--- config.mk ---
export PLATFORM = sky130hd
export DESIGN_NAME = pdp11_instruction_decoder
export DESIGN_NICKNAME = d
export VERILOG_FILES = /design/src/hw/rtl/pid_pkg.sv /design/src/hw/rtl/pdp11_instruction_decoder.sv /design/src/hw/rtl/pid_decode.sv
export SDC_FILE = /design/constraint.sdc
export NUM_CORES = 1
export LEC_CHECK = 0
export CORE_UTILIZATION = 55
export CTS_CLUSTER_DIAMETER = 30
export DETAILED_ROUTE_END_ITERATION = 6
export DONT_BUFFER_PORTS = 1
export MAX_ROUTING_LAYER = met4
export PLACE_DENSITY = 0.8
export SYNTH_ARGS = -nofsm -noshare
export SYNTH_HDL_FRONTEND = slang
export SYNTH_SLANG_ARGS = --single-unit
--- constraint.sdc ---
create_clock -name aclk -period 5.8 [get_ports aclk]
set_input_delay 0.87 -clock aclk [delete_from_list [all_inputs] [get_ports aclk]]
set_output_delay 0.87 -clock aclk [all_outputs]
set_load 0.01 [all_outputs]
--- src/hw/rtl/pid_pkg.sv ---
`timescale 1ns / 1ps

package pid_pkg;

    // Mnemonic codes, alphabetical; CCS covers the set/clear condition code group
    typedef enum logic [5:0] {
        MN_ILLEGAL = 6'd0,
        MN_ADC, MN_ADD, MN_ASH, MN_ASHC, MN_ASL, MN_ASR, MN_BCC, MN_BCS,
        MN_BEQ, MN_BGE, MN_BGT, MN_BHI, MN_BIC, MN_BIS, MN_BIT, MN_BLE,
        MN_BLOS, MN_BLT, MN_BMI, MN_BNE, MN_BPL, MN_BPT, MN_BR, MN_BVC,
        MN_BVS, MN_CCS, MN_CLR, MN_CMP, MN_COM, MN_DEC, MN_DIV, MN_EMT,
        MN_HALT, MN_INC, MN_IOT, MN_JMP, MN_JSR, MN_MARK, MN_MFPI, MN_MFPS,
        MN_MOV, MN_MTPI, MN_MTPS, MN_MUL, MN_NEG, MN_RESET, MN_ROL, MN_ROR,
        MN_RTI, MN_RTS, MN_RTT, MN_SBC, MN_SEXT, MN_SOB, MN_SUB, MN_SWAB,
        MN_TRAP, MN_TST, MN_WAIT, MN_XOR
    } mn_t;

    // Operand formats
    typedef enum logic [2:0] {
        FMT_NONE   = 3'd0,
        FMT_SINGLE = 3'd1,
        FMT_DOUBLE = 3'd2,
        FMT_REGOP  = 3'd3,
        FMT_BRANCH = 3'd4,
        FMT_REG    = 3'd5,
        FMT_LIT    = 3'd6
    } fmt_t;

    // Opcode match patterns
    localparam logic [15:0] RTS_MASK = 16'o177770;
    localparam logic [15:0] RTS_CODE = 16'o000200;
    localparam logic [15:0] CCS_MASK = 16'o177740;
    localparam logic [15:0] CCS_CODE = 16'o000240;
    localparam logic [15:0] EMT_MASK = 16'o177400;
    localparam logic [15:0] EMT_CODE = 16'o104000;

    // Decoded result; first member sits in the highest bits, so word_count lands at bit 0
    typedef struct packed {
        logic [7:0] literal_field;
        logic [2:0] dst_reg;
        logic [2:0] dst_mode;
        logic [2:0] src_reg;
        logic [2:0] src_mode;
        logic [2:0] operand_format;
        logic       byte_op;
        logic [5:0] mnemonic;
        logic [1:0] word_count;
    } pid_result_t;

    // One extra word for immediate/absolute (mode 2/3 on PC) and indexed modes
    function automatic logic extra_word(input logic [5:0] modereg);
        logic [2:0] mode;
        logic [2:0] rn;
        mode = modereg[5:3];
        rn   = modereg[2:0];
        return (mode[2] && mode[1]) || ((mode == 3'd2 || mode == 3'd3) && rn == 3'd7);
    endfunction

    // Single-operand group, opcodes 0050..0063
    function automatic mn_t single_mn(input logic [3:0] idx);
        mn_t r;
        case (idx)
            4'd0:    r = MN_CLR;
            4'd1:    r = MN_COM;
            4'd2:    r = MN_INC;
            4'd3:    r = MN_DEC;
            4'd4:    r = MN_NEG;
            4'd5:    r = MN_ADC;
            4'd6:    r = MN_SBC;
            4'd7:    r = MN_TST;
            4'd8:    r = MN_ROR;
            4'd9:    r = MN_ROL;
            4'd10:   r = MN_ASR;
            4'd11:   r = MN_ASL;
            default: r = MN_ILLEGAL;
        endcase
        return r;
    endfunction

    // Branch group, indexed by bit 15 and bits 10..8
    function automatic mn_t branch_mn(input logic [3:0] idx);
        mn_t r;
        case (idx)
            4'd1:    r = MN_BR;
            4'd2:    r = MN_BNE;
            4'd3:    r = MN_BEQ;
            4'd4:    r = MN_BGE;
            4'd5:    r = MN_BLT;
            4'd6:    r = MN_BGT;
            4'd7:    r = MN_BLE;
            4'd8:    r = MN_BPL;
            4'd9:    r = MN_BMI;
            4'd10:   r = MN_BHI;
            4'd11:   r = MN_BLOS;
            4'd12:   r = MN_BVC;
            4'd13:   r = MN_BVS;
            4'd14:   r = MN_BCC;
            4'd15:   r = MN_BCS;
            default: r = MN_ILLEGAL;
        endcase
        return r;
    endfunction

    // Zero-operand group, words 0..6
    function automatic mn_t misc_mn(input logic [2:0] idx);
        mn_t r;
        case (idx)
            3'd0:    r = MN_HALT;
            3'd1:    r = MN_WAIT;
            3'd2:    r = MN_RTI;
            3'd3:    r = MN_BPT;
            3'd4:    r = MN_IOT;
            3'd5:    r = MN_RESET;
            3'd6:    r = MN_RTT;
            default: r = MN_ILLEGAL;
        endcase
        return r;
    endfunction

    // Double-operand group, indexed by bits 14..12
    function automatic mn_t double_mn(input logic [2:0] idx);
        mn_t r;
        case (idx)
            3'd1:    r = MN_MOV;
            3'd2:    r = MN_CMP;
            3'd3:    r = MN_BIT;
            3'd4:    r = MN_BIC;
            3'd5:    r = MN_BIS;
            default: r = MN_ILLEGAL;
        endcase
        return r;
    endfunction

endpackage

--- src/hw/rtl/pdp11_instruction_decoder.sv ---
`timescale 1ns / 1ps

// PDP-11 instruction decoder. Takes one 16-bit instruction word per clock, unless stalled,
// and returns the mnemonic index, byte flag, operand format, mode/register fields, literal
// field and instruction length in words (0 for an illegal word). The block takes one beat
// per cycle while s_tready is high; a word is registered, decoded in one combinational pass
// and registered again before it appears on m_tdata. Both stages hold under backpressure,
// and s_tready follows m_tready combinationally when both stages are full.
module pdp11_instruction_decoder (
    input  logic        aclk,
    input  logic        aresetn,
    input  logic        s_tvalid,
    output logic        s_tready,
    input  logic [15:0] s_tdata,   // [15:0] instruction_word
    output logic        m_tvalid,
    input  logic        m_tready,
    output logic [31:0] m_tdata    // [1:0] word_count, [7:2] mnemonic, [8] byte_op,
                                   // [11:9] operand_format, [14:12] src_mode,
                                   // [17:15] src_reg, [20:18] dst_mode, [23:21] dst_reg,
                                   // [31:24] literal_field
);
    import pid_pkg::*;

    logic        in_valid_reg;
    logic        in_valid_next;
    logic [15:0] in_word_reg;
    logic        out_valid_reg;
    logic        out_valid_next;
    pid_result_t out_result_reg;
    pid_result_t decoded;
    logic        out_advance;

    // Advance the output stage when empty or drained this cycle
    assign out_advance    = !out_valid_reg || m_tready;
    assign s_tready       = !in_valid_reg || out_advance;
    assign in_valid_next  = s_tready ? s_tvalid : in_valid_reg;
    assign out_valid_next = out_advance ? in_valid_reg : out_valid_reg;

    pid_decode u_decode (
        .word   (in_word_reg),
        .result (decoded)
    );

    // Stage valid flags
    always_ff @(posedge aclk) begin
        if (!aresetn) begin
            in_valid_reg  <= 1'b0;
            out_valid_reg <= 1'b0;
        end else begin
            in_valid_reg  <= in_valid_next;
            out_valid_reg <= out_valid_next;
        end
    end

    // Capture the input beat and the decoded result; hold while stalled
    always_ff @(posedge aclk) begin
        if (s_tready && s_tvalid) begin
            in_word_reg <= s_tdata;
        end
        if (out_advance && in_valid_reg) begin
            out_result_reg <= decoded;
        end
    end

    assign m_tvalid = out_valid_reg;
    assign m_tdata  = out_result_reg;

endmodule

--- src/hw/rtl/pid_decode.sv ---
`timescale 1ns / 1ps

module pid_decode (
    input  logic [15:0]         word,
    output pid_pkg::pid_result_t result
);
    import pid_pkg::*;

    logic       b15;
    logic [2:0] top;
    logic [5:0] mid;

    assign b15 = word[15];
    assign top = word[14:12];
    assign mid = word[11:6];

    // Classify the word and build the result
    always_comb begin
        mn_t        mn;
        fmt_t       fmt;
        logic       byteop;
        logic [7:0] lit;
        logic [3:0] sidx;
        logic [3:0] bidx;
        logic [1:0] words;

        mn     = MN_ILLEGAL;
        fmt    = FMT_NONE;
        byteop = 1'b0;
        lit    = 8'd0;
        sidx   = 4'(mid - 6'o50);
        bidx   = {b15, word[10:8]};

        if (top == 3'd0) begin
            if (mid == 6'o01 && !b15) begin
                mn  = MN_JMP;
                fmt = FMT_SINGLE;
            end else if (mid == 6'o02 && (word & RTS_MASK) == RTS_CODE) begin
                mn  = MN_RTS;
                fmt = FMT_REG;
            end else if (mid == 6'o02 && (word & CCS_MASK) == CCS_CODE) begin
                mn  = MN_CCS;
                fmt = FMT_LIT;
                lit = {3'd0, word[4:0]};
            end else if (mid == 6'o03 && !b15) begin
                mn  = MN_SWAB;
                fmt = FMT_SINGLE;
            end else if (mid[5:3] == 3'o4) begin
                if (!b15) begin
                    mn  = MN_JSR;
                    fmt = FMT_REGOP;
                end else begin
                    mn  = ((word & EMT_MASK) == EMT_CODE) ? MN_EMT : MN_TRAP;
                    fmt = FMT_LIT;
                    lit = word[7:0];
                end
            end else if (mid >= 6'o50 && mid <= 6'o63) begin
                mn     = single_mn(sidx);
                fmt    = FMT_SINGLE;
                byteop = b15;
            end else if (mid == 6'o64) begin
                if (b15) begin
                    mn     = MN_MTPS;
                    fmt    = FMT_SINGLE;
                    byteop = 1'b1;
                end else begin
                    mn  = MN_MARK;
                    fmt = FMT_LIT;
                    lit = {2'd0, word[5:0]};
                end
            end else if (mid == 6'o65) begin
                mn  = MN_MFPI;
                fmt = FMT_SINGLE;
            end else if (mid == 6'o66) begin
                mn  = MN_MTPI;
                fmt = FMT_SINGLE;
            end else if (mid == 6'o67) begin
                mn     = b15 ? MN_MFPS : MN_SEXT;
                byteop = b15;
                fmt    = FMT_SINGLE;
            end else if (!word[11]) begin
                if (bidx != 4'd0) begin
                    mn  = branch_mn(bidx);
                    fmt = FMT_BRANCH;
                    lit = word[7:0];
                end else if (word <= 16'd6) begin
                    mn  = misc_mn(word[2:0]);
                    fmt = FMT_NONE;
                end
            end
        end else if (top <= 3'd5) begin
            mn     = double_mn(top);
            fmt    = FMT_DOUBLE;
            byteop = b15;
        end else if (top == 3'd6) begin
            mn  = b15 ? MN_SUB : MN_ADD;
            fmt = FMT_DOUBLE;
        end else if (!b15) begin
            case (word[11:9])
                3'd0: begin
                    mn  = MN_MUL;
                    fmt = FMT_REGOP;
                end
                3'd1: begin
                    mn  = MN_DIV;
                    fmt = FMT_REGOP;
                end
                3'd2: begin
                    mn  = MN_ASH;
                    fmt = FMT_REGOP;
                end
                3'd3: begin
                    mn  = MN_ASHC;
                    fmt = FMT_REGOP;
                end
                3'd4: begin
                    mn  = MN_XOR;
                    fmt = FMT_REGOP;
                end
                3'd7: begin
                    mn  = MN_SOB;
                    fmt = FMT_LIT;
                    lit = {2'd0, word[5:0]};
                end
                default: begin
                    mn  = MN_ILLEGAL;
                    fmt = FMT_NONE;
                end
            endcase
        end

        // Count extension words per general operand
        words = 2'd1;
        if (fmt == FMT_DOUBLE) begin
            words = 2'd1 + {1'b0, extra_word(word[11:6])} + {1'b0, extra_word(word[5:0])};
        end else if (fmt == FMT_SINGLE || fmt == FMT_REGOP) begin
            words = 2'd1 + {1'b0, extra_word(word[5:0])};
        end

        // Zero every field of an illegal word
        if (mn == MN_ILLEGAL) begin
            result = '0;
        end else begin
            result.word_count     = words;
            result.mnemonic       = mn;
            result.byte_op        = byteop;
            result.operand_format = fmt;
            result.src_mode       = word[11:9];
            result.src_reg        = word[8:6];
            result.dst_mode       = word[5:3];
            result.dst_reg        = word[2:0];
            result.literal_field  = lit;
        end
    end

endmodule
==> results of run 1 <==
==> placed cells by master (no fill, tap or decap), drive strengths merged, types with 3 or more instances in the layout <==
master   Yosys  layout
o22ai        3       3
o211ai       8       8
a31oi        4       4
nor2b        7       7
ha          10      10
and2         4       4
nand3b       3       3
nor3         9       9
a21boi      10      10
o2111ai      3       3
nor2        28      28
inv         14      15
buf         17       3
nand2       29      29
dfxtp        7       7
nor4         4       4
and3         7       7
nand4        3       3
clkbuf       6       5
o21ai       24      24
a21oi       33      33
nand2b       3       3
mux2i        9       9
o221ai       3       3
edfxtp      48      48
nand3        5       5
a21o         6       6
==> metal layers <==
layer	global-route usage, %	routed length, um	vias to the layer above	share of wire (%)
li1	-	-	1291	-
met1	34.8	3690	1322	43
met2	40.7	4090	125	48
met3	4.97	490	24	5.8
met4	9.09	238	0	2.8
met5	-	0	-	0
==> cells in the mapped netlist (7+ instances only) <==
master	n
nor2b_1	7
o21ai_0	22
o211ai_1	8
dfxtp_1	7
nor2_1	27
a21oi_2	9
a21oi_1	24
inv_1	14
buf_4	7
mux2i_1	9
edfxtp_1	48
nand2_1	29
ha_1	10
and3_1	7
nor3_1	7
==> worst max-delay path, cell delays in order (launching register included) <==
cell and delay (ps):
edfxtp_1 760, nor3_1 700, nand2_1 140, o21ai_0 520, o22ai_1 220, nor2_2 920
a21boi_0 220
==> logic make-up after synthesis <==
group,Yosys count,share of synthesized area [%]
muxes,11,3.74
DFF,55,43.7
and+or+nand+nor,119,19.3
buffers and inverters,37,5.78
AOI/OAI and AO/OA,116,23.3
xor gates and xnor gates,3,0.727
adders and majority gates,10,3.46
==> final cells by class <==
class | count | area [um^2]
well taps | 77 | 96.3
multi-input cells | 259 | 1830
inverters | 14 | 52.6
clock inverters | 3 | 22.5
fillers | 511 | 2680
clock buffers | 5 | 68.8
flip-flops and latches | 55 | 1580
repair buffers | 3 | 22.5
==> power by group <==
part | total [W] | leakage, nW | switching (W) | internal (W)
Sequential | 0.000493 | 0.510 | 0.0000326 | 0.000460
Clock | 0.000222 | 0.0485 | 0.000135 | 0.0000870
Combinational | 0.000147 | 0.758 | 0.0000910 | 0.0000563
==> metrics by stage <==
step           instances  utilization (%)  power (W)  hold slack, ps
2_1_floorplan        351                -   0.000617             477
3_3_place_gp         408             56.4   0.000646             505
3_5_place_dp         408             56.4   0.000646             519
4_1_cts              416             57.9   0.000863             541
5_1_grt              416             57.9   0.000896             577
6_report             416             57.9   0.000862             539
==> how the worst max path moves through the flow <==
stage,endpoint,start,cells after the start,slack (ps)
5_1_grt,m_tdata[19],in_word_reg[10],6,1610
3_3_place_gp,m_tdata[19],in_word_reg[6],9,1990
2_1_floorplan,m_tdata[0],m_tready,2,2990
4_1_cts,m_tdata[19],in_word_reg[10],6,2050
3_5_place_dp,m_tdata[19],in_word_reg[10],6,2080
6_report,m_tdata[19],in_word_reg[10],6,2000
==> results by group, run 1 <==
Status
  – Status: completed

Synth
  – Synth Warn #: 0
  – Area leader, netlist: edfxtp_1
  – Top FF cell, synth: edfxtp_1
  – Gate count of the mapped netlist: around 350
  – Avg Cell Area, Syn: about 10 um^2
  – Synth top area share: roughly two fifths
  – Number of flops mapped to enable cells by yosys: 48
  – FFs w/ async S/R, synth: 0%
  – Synth Cell Area: roughly 3600 um^2
  – Seq/Total Area, Yosys: approximately 44%
  – Area contributors post-synth: edfxtp_1 (40%), dfxtp_1 (3.9%), ha_1 (3.5%), a21oi_1 (3.3%), o21ai_0 (3.0%)
  – Syn Nets: 381
  – Synth cell types: 75
  – Seq cells post-synth: 55

Timing
  – Final Slew Violations: 0
  – Setup Skew: 15.7 ps
  – Final setup violation count: 0
  – F_max: 263 MHz
  – Final Hold Fails: 0
  – Measured slew at the worst slew-check pin: about 1100 ps
  – Minimum clock period: 3800 ps
  – Setup WS post-layout: ~2000 ps
  – Relative slew slack: between 20% and 30%
  – RSZ-0062 raised after global routing: false
  – Final worst-path cycle share: 65.5%
  – Post-Route Setup TNS: 0 ps

Routing
  – Remaining antenna violation count after routing: 0
  – DR vias/cell: 6.64
  – Drt initial violations: about 340
  – Drt total wl: 8510 um
  – WL/cell: just over 20 um
  – # DRC: 0
  – Total iterations of the first detailed-routing run: 5
  – Via count: 2762

Placed design
  – Port buffer count: 0
  – Placed cell area: roughly 3600 um^2
  – Post-place setup slack: 2080 ps
  – HPWL Detailed: 6150 um
  – Gpl congestion: between 0.9 and 1

Clock network
  – H-tree levels: 2
  – # Post-CTS Setup Buffers: 0
  – Clock-pin transition on the worst setup and hold timing paths: 110 ps
  – Clock Latency Late Sink: 320 ps
  – Cts repair resizes: 0
  – Clock Tree Root: clkbuf_8
  – Hold-fix buffers, CTS: 0
  – TritonCTS clock tree: done
  – Num CTS Buffers: 5
  – Clock buffer depth: 2
  – Sink Count: 55

Flow run
  – Max_cap viols: 0

Global route
  – First-pass GRT wire length: between 10000 and 15000 um
  – Pin count of the biggest net entering global routing: 33
  – Gr usage total: 26.3%
  – Global route overflow: 0
  – Initial antenna violation count: 0
  – Number of global-route vias before repair: 2559

Critical path
  – Worst EP required: 5810 ps
  – Reg2reg end: m_tdata[19]
  – Reg2Reg Depth: 6
  – Critical Path AT: 3810 ps
  – R2R Path Start: in_word_reg[10]
  – Crit Path Category: flip-flop to flip-flop
  – CP Max Fanout: 25
  – Worst setup SP type: flip-flop
  – R2R setup slack: approximately 2000 ps
  – Crit end category: flip-flop

Floorplanning
  – Site row count: 29
  – Die Wd: 83.1 um
  – Ports: 54
  – Core ar.: 6350 um^2
  – Die Ht: 83.1 um
  – Die area: 6900 um^2
  – Initial Utilization: between 50% and 60%

Min path
  – WHS Path Cells: 1
  – Hold Crit Start: in_valid_reg
  – Worst hold path type: flip-flop to flip-flop
  – Worst Hold End: m_tvalid

Power and ir drop
  – Pwr Density: ~230 nW/um^2
  – Leakage: approximately 1.3 nW
  – Peak VDD IR: 0.137 mV

Finish
  – Final Cell Area: roughly 3700 um^2
  – Area Growth Syn to Fin: 1.56%
  – Number of flip-flops in the largest register: 32
  – Layout cell share with drive strength beyond 1: between 10% and 20%
  – Final nets: 368
  – Antenna fix cells: 0
Note: power is estimated with default switching activity, not from simulation.
==> inputs of run 2 (changes only) <==
Settings changed: ABC_AREA set to 1, PLACE_DENSITY 0.8 to 0.83.
Clock period 5.8 ns to 3.1 ns, I/O delays scaled along.
==> results by group, run 2 <==
Critical path
  – Crit path max-delay family: simple AND/OR/NAND/NOR gates
  – CP cell instances: nor2_1, nand2_4, nand2_1, inv_1, nand2_1, nand2_1, inv_1, nand2_1, nand2_1, nand2_1, nand2_1, nand2_1, nand2_1, nand3_1, nor2_1, nand3_2, buf_4, nand2_1, inv_2
  – Crit path depth: 19
  – Most common cell on crit path: nand2_1
  – Crit Path Category: flip-flop to flip-flop
  – Worst Setup SP: in_word_reg[10]
  – CP peak stage delay: 530 ps
  – Reg2Reg Depth: 19
  – CP Max Fanout: 16
  – R2R Path Start: in_word_reg[10]
  – Critical Path AT: 2880 ps
  – Crit end category: flip-flop
  – Reg2reg end: m_tdata[11]
  – Worst EP required: 3190 ps
  – Number of buffer and inverter stages on the critical path: 4
  – R2R setup slack: 310 ps
  – CP endpoint: m_tdata[11]
  – Worst setup SP type: flip-flop
  – Highest-delay cell along the critical path: edfxtp_1

Clock network
  – Clock Latency Late Sink: 310 ps
  – Clock-pin transition on the worst setup and hold timing paths: ~100 ps
  – H-tree levels: 2
  – Hold-fix buffers, CTS: 0
  – Clock buffer depth: 2
  – TritonCTS clock tree: done
  – Num CTS Buffers: 5
  – Clock Tree Root: clkbuf_8
  – # Post-CTS Setup Buffers: 0
  – Cts repair resizes: 0
  – Sink Count: 55

Timing
  – Post-Route Setup TNS: 0 ps
  – Final setup violation count: 0
  – Setup Skew: 4.39 ps
  – RSZ-0062 raised after global routing: false
  – Final worst-path cycle share: 90.0%
  – Measured slew at the worst slew-check pin: 594 ps
  – F_max: ~360 MHz
  – Final Slew Violations: 0
  – Minimum clock period: 2790 ps
  – Relative slew slack: 60.4%
  – Final hold slack: between 200 and 250 ps
  – Final Hold Fails: 0

Routing
  – Drt total wl: 10500 um
  – Routed wl met2: 4760 um
  – Top layer in use: met4
  – Via count: 3615
  – Total iterations of the first detailed-routing run: 7
  – Remaining antenna violation count after routing: 0
  – Drt initial violations: 257
  – # DRC: 6
  – WL/cell: 17.2 um
  – DRT met1 WL: 4590 um
  – DR vias/cell: a little under 6
  – Metal3 WL: 847 um

Finish
  – Seq. cell area: 1580 um^2
  – Layout cell share with drive strength beyond 1: 12.6%
  – Most frequent cells in the layout: nand2_1 (144), nor2_1 (59), inv_1 (57)
  – Fin cells: 610
  – Commonest non-fill, non-tap cell in the layout: nand2_1
  – Area Growth Syn to Fin: 6.02%
  – Multi-input gate area: 1790 um^2
  – Final Core Density: 61.7%
  – Final nets: 562
  – Fillers: 595
  – Number of flip-flops in the largest register: 32
  – Antenna fix cells: 0

Floorplanning
  – Die area: 7210 um^2
  – Ports: 54
  – Initial Utilization: 58.2%
  – Die Ht: 84.9 um
  – Site row count: 29
  – Core ar.: 6490 um^2
  – Die Wd: between 80 and 90 um

Synth
  – Synth Cell Area: between 3000 and 4000 um^2
  – Synth cell types: 37
  – Top FF cell, synth: edfxtp_1
  – Area contributors post-synth: edfxtp_1 (38%), nand2_1 (14%), nor2_1 (5.9%), inv_1 (5.8%), o21ai_0 (5.6%)
  – Seq cells post-synth: 55
  – Synth top area share: 38.1%
  – Number of flops mapped to enable cells by yosys: 48
  – FFs w/ async S/R, synth: 0%
  – Gate count of the mapped netlist: approximately 520
  – Syn Nets: about 550
  – Count leader, synth: nand2_1
  – Seq/Total Area, Yosys: 41.8%
  – Synth Warn #: 0
  – Post-synth top cells: nand2_1 (144), nor2_1 (59), inv_1 (58)
  – Area leader, netlist: edfxtp_1
  – Avg Cell Area, Syn: 7.23 um^2

Placed design
  – Dpl cells: 602
  – Port buffer count: 0
  – Gpl congestion: 1.00
  – HPWL Detailed: 8300 um

Global route
  – Global route overflow: 0
  – Gr usage total: 31.1%
  – Number of global-route vias before repair: roughly 3300
  – Pin count of the biggest net entering global routing: 33
  – Initial antenna violation count: 0
  – First-pass GRT wire length: 16600 um

Power and ir drop
  – Peak VDD IR: 0.258 mV
  – Clock power share: 25.0%
  – Sequential power share: 55.7%
  – Sw Share: 31.1%
  – Power consumption: 0.00162 W
  – Leakage: 1.94 nW
  – Sw power: 0.000505 W
  – Internal: 0.00112 W
  – Combinational fraction of design power: 19.2%
  – Pwr Density: 405 nW/um^2

Status
  – Failing checks: DRC
  – Status: finished with violations

Flow run
  – Max_cap viols: 0

Min path
  – Worst hold path type: input pin to flip-flop
run 2: layer usage:
metal | vias up | global-route usage, %
met1 | 1640 | 41.7
met5 | - | -
met3 | 24 | 4.67
li1 | 1743 | -
met4 | 0 | 10.6
met2 | 208 | 48.5
run 2: worst register-to-register path, stage by stage, from the launching register on:
cell	delay (ps)
edfxtp_1	530
nor2_1	270
nand2_4	160
nand2_1	210
inv_1	130
nand2_1	80
nand2_1	50
inv_1	50
nand2_1	50
nand2_1	80
nand2_1	80
nand2_1	60
nand2_1	50
nand2_1	80
nand3_1	100
nor2_1	160
nand3_2	100
buf_4	200
nand2_1	100
inv_2	30
run 2: cell families (layout without fill, tap and decap cells):
group / count (synthesis) / count (layout) / synth area share (%)
fa+ha+maj: 10 / 10 / 3.31
flops: 55 / 55 / 41.8
simple gates: 275 / 275 / 31.3
compound gates: 82 / 82 / 12.5
buf+inv: 101 / 111 / 11.1
run 2: layout make-up:
| class | instances | area share, % |
|---|---|---|
| sequential | 55 | 39.5 |
| tap | 77 | 2.40 |
| clock buffer | 5 | 1.72 |
| inverter | 87 | 8.15 |
| multi-input combinational | 367 | 44.7 |
| timing repair buffer | 16 | 3.00 |
| clock inverter | 3 | 0.562 |
run 2: how the worst min path moves through the flow:
stage	startpoint	end	slack, ps	depth (start not counted)
after floorplan	in_valid_reg	m_tvalid	450	2
after global placement	in_valid_reg	m_tvalid	520	2
after detailed placement	in_valid_reg	m_tvalid	520	2
after CTS	s_tdata[2]	in_word_reg[2]	230	0
after global routing	s_tdata[13]	in_word_reg[13]	230	0
final	s_tdata[13]	in_word_reg[13]	240	0
run 2: power by group through the flow:
stage          clock network, W  logic [W]  registers [W]
4_1_cts                0.000413   0.000306       0.000904
2_1_floorplan                 0   0.000229       0.000907
6_report               0.000406   0.000312       0.000905
5_1_grt                0.000429   0.000349       0.000909
3_5_place_dp                  0   0.000304       0.000922
3_3_place_gp                  0   0.000301       0.000921
run 2: per-stage QoR:
stage | instance area [um^2] | setup WS [ps]
after floorplan | 3780 | 575
after detailed placement | 3920 | 334
after CTS | 4010 | 307
final | 4010 | 310
after global routing | 4010 | 47.8
after global placement | 3920 | 371
